===== src/ppv_pkg.sv =====
`default_nettype none
package ppv_pkg;

  // field widths
  localparam int unsigned PT_W    = 24;
  localparam int unsigned ROT_W   = 18;
  localparam int unsigned ROW_W   = 3 * ROT_W;
  localparam int unsigned SCALE_W = 16;
  localparam int unsigned POS_W   = 32;
  localparam int unsigned PAD_W   = 6;
  localparam int unsigned PDATA_W = 64;

  // internal datapath widths
  localparam int unsigned PRD_W   = ROT_W + PT_W;   // one rotation product
  localparam int unsigned C28_W   = 44;             // camera coordinate, Q.28
  localparam int unsigned FRAC_SH = 12;             // Q.28 -> Q.16
  localparam int unsigned D_W     = C28_W - FRAC_SH;
  localparam int unsigned P_W     = D_W + SCALE_W;  // xc * fx
  localparam int unsigned Q_W     = 47;             // quotient bits kept
  localparam int unsigned HI_SH   = Q_W - FRAC_SH;  // numerator bits above quotient
  localparam int unsigned PIX_W   = 47;             // clamped pixel, Q.16

  // camera depth 0.001 in Q.28, rounded up
  localparam logic signed [C28_W-1:0] DEPTH_MIN_Q28 = C28_W'(268436);

  // register reset values
  localparam logic [ROW_W-1:0] ROT_X_RST = ROW_W'(65536);
  localparam logic [ROW_W-1:0] ROT_Y_RST = ROW_W'(65536) << ROT_W;
  localparam logic [ROW_W-1:0] ROT_Z_RST = ROW_W'(65536) << (2 * ROT_W);
  localparam logic [23:0]      IMG_RST   = 24'd1966720;

  typedef enum logic [2:0] {
    REG_ROT_X   = 3'd0,
    REG_ROT_Y   = 3'd1,
    REG_ROT_Z   = 3'd2,
    REG_TRANS_XY = 3'd3,
    REG_TRANS_Z = 3'd4,
    REG_INTRIN  = 3'd5,
    REG_IMG     = 3'd6,
    REG_FOV     = 3'd7
  } reg_idx_e;

  typedef enum logic [1:0] {
    ST_BEHIND  = 2'd0,
    ST_OUTSIDE = 2'd1,
    ST_VISIBLE = 2'd2
  } status_e;

  typedef struct packed {
    logic signed [PT_W-1:0] pt_x;
    logic signed [PT_W-1:0] pt_y;
    logic signed [PT_W-1:0] pt_z;
    logic [SCALE_W-1:0]     scale;
  } pt_in_t;

  typedef struct packed {
    logic signed [POS_W-1:0] u_pos;
    logic signed [POS_W-1:0] v_pos;
    logic [1:0]              status;
  } pt_out_t;

  typedef struct packed {
    logic [ROW_W-1:0] rot_x;
    logic [ROW_W-1:0] rot_y;
    logic [ROW_W-1:0] rot_z;
    logic [47:0]      trans_xy;
    logic [23:0]      trans_z;
    logic [63:0]      intrinsics;
    logic [23:0]      image_size;
    logic [14:0]      fov_margin;
  } cfg_t;

  // camera-frame result handed to the divider
  typedef struct packed {
    logic signed [P_W-1:0] num_u;
    logic signed [P_W-1:0] num_v;
    logic [D_W-1:0]        den;
    logic [SCALE_W-1:0]    scale;
    logic                  behind;
  } proj_t;

  typedef struct packed {
    logic [D_W-1:0] rem;
    logic [Q_W-1:0] num_lo;
    logic [Q_W-1:0] quo;
    logic           neg;
    logic           ovf;
  } div_lane_t;

  typedef struct packed {
    div_lane_t          u;
    div_lane_t          v;
    logic [D_W-1:0]     den;
    logic [SCALE_W-1:0] scale;
    logic               behind;
  } div_t;

endpackage
`default_nettype wire


===== src/ppv_cfg_regs.sv =====
`default_nettype none
module ppv_cfg_regs (
  input  wire logic                         clk_i,
  input  wire logic                         rst_ni,
  input  wire logic                         psel,
  input  wire logic                         penable,
  input  wire logic                         pwrite,
  input  wire logic [ppv_pkg::PAD_W-1:0]    paddr,
  input  wire logic [ppv_pkg::PDATA_W-1:0]  pwdata,
  output logic      [ppv_pkg::PDATA_W-1:0]  prdata,
  output logic                              pready,
  output ppv_pkg::cfg_t                     cfg_o
);

  ppv_pkg::cfg_t     cfg_q;
  ppv_pkg::reg_idx_e idx;
  logic              wr_en;

  assign pready = 1'b1;
  assign idx    = ppv_pkg::reg_idx_e'(paddr[5:3]);
  assign wr_en  = psel && penable && pwrite && pready;
  assign cfg_o  = cfg_q;

  always_ff @(posedge clk_i or negedge rst_ni) begin
    if (!rst_ni) begin
      cfg_q.rot_x      <= ppv_pkg::ROT_X_RST;
      cfg_q.rot_y      <= ppv_pkg::ROT_Y_RST;
      cfg_q.rot_z      <= ppv_pkg::ROT_Z_RST;
      cfg_q.trans_xy   <= '0;
      cfg_q.trans_z    <= '0;
      cfg_q.intrinsics <= '0;
      cfg_q.image_size <= ppv_pkg::IMG_RST;
      cfg_q.fov_margin <= '0;
    end else if (wr_en) begin
      unique case (idx)
        ppv_pkg::REG_ROT_X:    cfg_q.rot_x      <= pwdata[ppv_pkg::ROW_W-1:0];
        ppv_pkg::REG_ROT_Y:    cfg_q.rot_y      <= pwdata[ppv_pkg::ROW_W-1:0];
        ppv_pkg::REG_ROT_Z:    cfg_q.rot_z      <= pwdata[ppv_pkg::ROW_W-1:0];
        ppv_pkg::REG_TRANS_XY: cfg_q.trans_xy   <= pwdata[47:0];
        ppv_pkg::REG_TRANS_Z:  cfg_q.trans_z    <= pwdata[23:0];
        ppv_pkg::REG_INTRIN:   cfg_q.intrinsics <= pwdata;
        ppv_pkg::REG_IMG:      cfg_q.image_size <= pwdata[23:0];
        ppv_pkg::REG_FOV:      cfg_q.fov_margin <= pwdata[14:0];
        default: ;
      endcase
    end
  end

  always_comb begin
    prdata = '0;
    unique case (idx)
      ppv_pkg::REG_ROT_X:    prdata = ppv_pkg::PDATA_W'(cfg_q.rot_x);
      ppv_pkg::REG_ROT_Y:    prdata = ppv_pkg::PDATA_W'(cfg_q.rot_y);
      ppv_pkg::REG_ROT_Z:    prdata = ppv_pkg::PDATA_W'(cfg_q.rot_z);
      ppv_pkg::REG_TRANS_XY: prdata = ppv_pkg::PDATA_W'(cfg_q.trans_xy);
      ppv_pkg::REG_TRANS_Z:  prdata = ppv_pkg::PDATA_W'(cfg_q.trans_z);
      ppv_pkg::REG_INTRIN:   prdata = cfg_q.intrinsics;
      ppv_pkg::REG_IMG:      prdata = ppv_pkg::PDATA_W'(cfg_q.image_size);
      ppv_pkg::REG_FOV:      prdata = ppv_pkg::PDATA_W'(cfg_q.fov_margin);
      default: ;
    endcase
  end

endmodule
`default_nettype wire


===== config.mk =====
export PLATFORM = sky130hd
export DESIGN_NAME = ppv_cfg_regs
export DESIGN_NICKNAME = d
export VERILOG_FILES = /design/src/ppv_pkg.sv /design/src/ppv_cfg_regs.sv
export SDC_FILE = /design/constraint.sdc
export NUM_CORES = 1
export LEC_CHECK = 0
export ABC_CLOCK_PERIOD_IN_PS = 1800
export BUFFER_PORTS_ARGS = -buffer_cell sky130_fd_sc_hd__buf_4
export CAP_MARGIN = 10
export CORE_AREA = 2 2 186 188
export DETAILED_ROUTE_END_ITERATION = 7
export DIE_AREA = 0 0 188 190
export GPL_ROUTABILITY_DRIVEN = 1
export PLACE_DENSITY_LB_ADDON = 0.12
export SYNTH_ARGS = -nofsm -noshare
export SYNTH_HDL_FRONTEND = slang
export SYNTH_SLANG_ARGS = --single-unit

===== constraint.sdc =====
create_clock -name clk_i -period 1.8 [get_ports clk_i]
set_input_delay 0.18 -clock clk_i [delete_from_list [all_inputs] [get_ports clk_i]]
set_output_delay 0.18 -clock clk_i [all_outputs]
set_load 0.02 [all_outputs]

==> results_tabular.tex <==
\begin{tabular}{lr}
\hline
Metric & Value \\
\hline
\multicolumn{2}{l}{\textbf{Run status}} \\
Outcome & complete, but fails checks \\
Failing checks & negative setup slack \\
\multicolumn{2}{l}{\textbf{Place}} \\
Placer Congestion & approximately 0.84 \\
Count of buffers inserted at the top-level ports & $\sim$470 \\
Detailed placement HPWL & 33300 um \\
\multicolumn{2}{l}{\textbf{Worst setup path}} \\
Start of the worst register-to-register path & cfg\_o[148] \\
Category of the critical setup timing path & reg -> out \\
CP required & around 1600 ps \\
Arrival time worst endpoint & 1710 ps \\
Type of element capturing the critical path & primary output \\
Length in cells of the worst reg-to-reg path & 3 \\
Worst r2r dst & cfg\_o[148] \\
Kind of start point of the critical path & flop \\
Largest fanout on the critical path & 2 \\
Register-to-Register Setup Slack & 780 ps \\
First element of the critical path & cfg\_o[148] \\
\multicolumn{2}{l}{\textbf{STA}} \\
Final number of setup-violating endpoints & 15 \\
Final-layout worst hold slack & around 160 ps \\
Post-Route Skew & 0 ps \\
Post-layout worst setup margin & -85.5 ps \\
Min Tclk post-route & about 1900 ps \\
Fin crit share & 105\% \\
Pin slew with the least headroom to its limit & 537 ps \\
Maximum achievable frequency & 0.530 GHz \\
Unrepaired setup endpoints after global routing & yes \\
Worst max-slew margin expressed relative to the limit & between 60\% and 70\% \\
Endpoints failing hold & 0 \\
Final Max Tran Viols & 0 \\
\multicolumn{2}{l}{\textbf{Yosys}} \\
Combinational family with the most area after synthesis & multiplexers \\
Complex-gate fraction of the synthesized area & 5.44\% \\
Synth top area cells & sky130\_fd\_sc\_hd\_\_dfrtp\_1 53\%, sky130\_fd\_sc\_hd\_\_mux2\_2 23\%, sky130\_fd\_sc\_hd\_\_mux2i\_1 5.6\%, sky130\_fd\_sc\_hd\_\_mux4\_2 2.3\%, sky130\_fd\_sc\_hd\_\_buf\_6 1.7\% \\
Share of the synthesized netlist area taken by xor and xnor gates & 0\% \\
Share of synthesized cell area in full adder, half adder and majority cells & 0\% \\
Synthesized instance count & 1099 \\
Area share of and/or/nand/nor cells after synthesis & 3.83\% \\
Top-area cell type share of the netlist area & 53.2\% \\
Total standard cell area after synthesis & $\sim$15000 sq um \\
Cell taking the most area after synthesis & sky130\_fd\_sc\_hd\_\_dfrtp\_1 \\
Synthesized netlist net count & between 1000 and 1500 \\
Mean area per synthesized cell & 14.0 sq um \\
Portion of the post-synthesis area used by sequential elements & roughly 55\% \\
Count of different cell masters after synthesis & 37 \\
FF+latch count, synth & 337 \\
Post-synthesis mux area share & 32.1\% \\
Yosys warning total & 0 \\
\multicolumn{2}{l}{\textbf{Drt}} \\
Detailed-route vias per instance & $\sim$5.3 \\
Antenna-violating nets left & 0 \\
Routed wirelength normalized by instance count & 22.1 um \\
Number of design-rule violations left by the first detailed-router iteration & 596 \\
Total via count after detailed routing & 11889 \\
Length of the first detailed-routing pass in iterations & 4 \\
DRC & 0 \\
Aggregate routed wire length & 49300 um \\
\multicolumn{2}{l}{\textbf{Final layout}} \\
Signed area change from the synthesized netlist to the final layout & 45.7\% \\
Max FFs per register & 337 \\
Share of cells above drive strength 1 & 59.5\% \\
Fraction of the core area covered by cells at the end of the flow & about two thirds \\
Final net count & between 1500 and 2000 \\
\multicolumn{2}{l}{\textbf{GRT}} \\
First-pass GRT wire length & 74000 um \\
Largest net degree at the start of global routing & 68 \\
Vias in the first global route & 12138 \\
Remaining Overflow, GRT & 0 \\
Combined global-route utilization of all metal layers & 27.0\% \\
Number of antenna violations at the first check in global routing & 1 \\
\multicolumn{2}{l}{\textbf{Die}} \\
Vertical die dimension & approximately 190 um \\
Total number of placement rows & 68 \\
CORE AREA & $\sim$34000 sq um \\
Initial Util & a little under half \\
DIE AREA & about 36000 sq um \\
Top-Level Pins & 477 \\
Width of the die & 188 um \\
\multicolumn{2}{l}{\textbf{Pwr}} \\
Leak pwr & 11.0 nW \\
Part of the total power dissipated in combinational logic & 33.1\% \\
Flop pwr share & 38.3\% \\
Proportion of power drawn by the clock network & between 20\% and 30\% \\
Worst VDD drop & a little under 0.001 V \\
Net Sw Frac & around a third \\
Internal power & 18.3 mW \\
Switching power & 8.74 mW \\
Power per unit of standard cell area & 1200 nW/um\^{}2 \\
\multicolumn{2}{l}{\textbf{Clock tree}} \\
Clock H-tree levels & 2 \\
Largest buffer count on any clock path & 3 \\
Total number of clock tree sinks & 337 \\
Clock root buffer master & sky130\_fd\_sc\_hd\_\_clkbuf\_16 \\
Clock latency at the later pin of the worst-skew pair & 510 ps \\
TritonCTS clock tree & done \\
Reg clk slew, reported paths & around 60 ps \\
TritonCTS Buffers & 38 \\
\multicolumn{2}{l}{\textbf{Job}} \\
Max-cap violation count & 0 \\
\multicolumn{2}{l}{\textbf{Hold path}} \\
Worst min-delay path category & in -> async \\
\hline
\end{tabular}
-- layout by cell type (no fill, tap or decap), drive strengths merged, types with 5 or more instances in the layout --
| master | count |
|---|---|
| clkinv | 5 |
| o22ai | 15 |
| a21oi | 28 |
| o2bb2ai | 16 |
| a211oi | 16 |
| dfstp | 9 |
| buf | 610 |
| nor2b | 7 |
| o21ai | 30 |
| o21bai | 6 |
| mux2i | 86 |
| and2 | 10 |
| dlygate4sd3 | 65 |
| dfrtp | 328 |
| nor2 | 46 |
| mux2 | 331 |
| inv | 15 |
| clkbuf | 62 |
| o22a | 15 |
| nand2 | 39 |
| mux4 | 16 |
-- critical path, cell delays in order (launching register included) --
cell and delay [ps]:
sky130_fd_sc_hd__dfrtp_1 390, sky130_fd_sc_hd__mux4_2 470, sky130_fd_sc_hd__nor2_1 100, sky130_fd_sc_hd__a21oi_1 50, sky130_fd_sc_hd__buf_4 190
-- cell usage after synthesis --
library cell and count:
sky130_fd_sc_hd__a211oi_1 16, sky130_fd_sc_hd__o2bb2ai_1 16, sky130_fd_sc_hd__nor2_4 4, sky130_fd_sc_hd__clkbuf_1 9
sky130_fd_sc_hd__buf_6 23, sky130_fd_sc_hd__and2_1 10, sky130_fd_sc_hd__o32a_1 1, sky130_fd_sc_hd__or2_1 1
sky130_fd_sc_hd__conb_1 1, sky130_fd_sc_hd__mux4_2 16, sky130_fd_sc_hd__buf_4 23, sky130_fd_sc_hd__or3_1 1
sky130_fd_sc_hd__a21oi_1 28, sky130_fd_sc_hd__nor2_1 37, sky130_fd_sc_hd__nand2b_1 2, sky130_fd_sc_hd__mux2_2 317
sky130_fd_sc_hd__nor2_8 2, sky130_fd_sc_hd__dfrtp_1 328, sky130_fd_sc_hd__o32ai_1 1, sky130_fd_sc_hd__o22ai_1 15
sky130_fd_sc_hd__nor2b_1 7, sky130_fd_sc_hd__o21bai_1 6, sky130_fd_sc_hd__nand4_2 1, sky130_fd_sc_hd__nor2_2 3
sky130_fd_sc_hd__nand2_1 38, sky130_fd_sc_hd__o22a_1 15, sky130_fd_sc_hd__inv_1 15, sky130_fd_sc_hd__o21ai_0 30
sky130_fd_sc_hd__nand2b_2 1, sky130_fd_sc_hd__mux2_1 14, sky130_fd_sc_hd__nor3b_1 2, sky130_fd_sc_hd__mux2i_1 86
sky130_fd_sc_hd__nand4b_4 1, sky130_fd_sc_hd__nand2_2 1, sky130_fd_sc_hd__and2b_1 1, sky130_fd_sc_hd__buf_2 18
sky130_fd_sc_hd__dfstp_2 9
-- worst max path at each step --
stage          cells after the start          to
2_1_floorplan                      6  prdata[35]
3_3_place_gp                       6  prdata[45]
3_5_place_dp                       6  prdata[45]
4_1_cts                            4  prdata[23]
5_1_grt                            4  prdata[22]
6_report                           4  prdata[21]
-- area by class of cell --
type | count | area [sq um]
Clock inverter | 7 | 85.1
Clock buffer | 62 | 1180
Timing Repair Buffer | 675 | 5660
Fill cell | 2589 | 11400
Antenna cell | 1 | 2.50
Multi-Input combinational cell | 674 | 6490
Inverter | 15 | 56.3
Tap cell | 455 | 569
Sequential cell | 337 | 8450
-- per-layer routing --
metal | part of all wire, % | global-route usage, % | up-vias
met4 | 3.6 | 10.7 | 0
met3 | 6.5 | 6.20 | 101
li1 | - | - | 5275
met1 | 41 | 34.1 | 6074
met2 | 49 | 45.0 | 439
met5 | 0 | 0 | -
-- timing repair --
action                                 in CTS  in global routing
resized for setup                          26                 23
endpoints found under the hold margin     666                  0
pin swaps                                   2                 13
hold buffers                               65                  0
buffers inserted                           57                 29
setup endpoints to repair                  21                 32
cloned                                      0                  0
-- logic make-up (layout without fill, tap and decap cells) --
family | after synthesis | count (layout)
AOI/OAI and AO/OA | 128 | 128
buffers and inverters | 88 | 759
DFF | 337 | 337
muxes | 433 | 433
other | 1 | 2
and+or+nand+nor | 112 | 112
-- power groups by stage --
stage / clock network [mW] / registers, mW / logic, mW
2_1_floorplan: 0 / 12.0 / 2.48
3_3_place_gp: 0 / 10.5 / 7.97
3_5_place_dp: 0 / 10.6 / 8.07
4_1_cts: 7.90 / 10.4 / 8.72
5_1_grt: 8.25 / 10.5 / 9.44
6_report: 7.74 / 10.4 / 8.94
-- metrics by stage --
stage                     total power, mW  setup WS, ps  setup TNS (ps)  cells  instance area, sq um
after floorplan                      14.5           252               0   1099                 15400
after global placement               18.5          98.4               0   2005                 19800
after detailed placement             18.6          82.8               0   2005                 19800
after CTS                            27.0          -113            -985   2196                 22200
after global routing                 28.2          -143           -1870   2226                 22500
final                                27.0         -85.5            -616   2226                 22500
(Power assumes the default switching activity.)
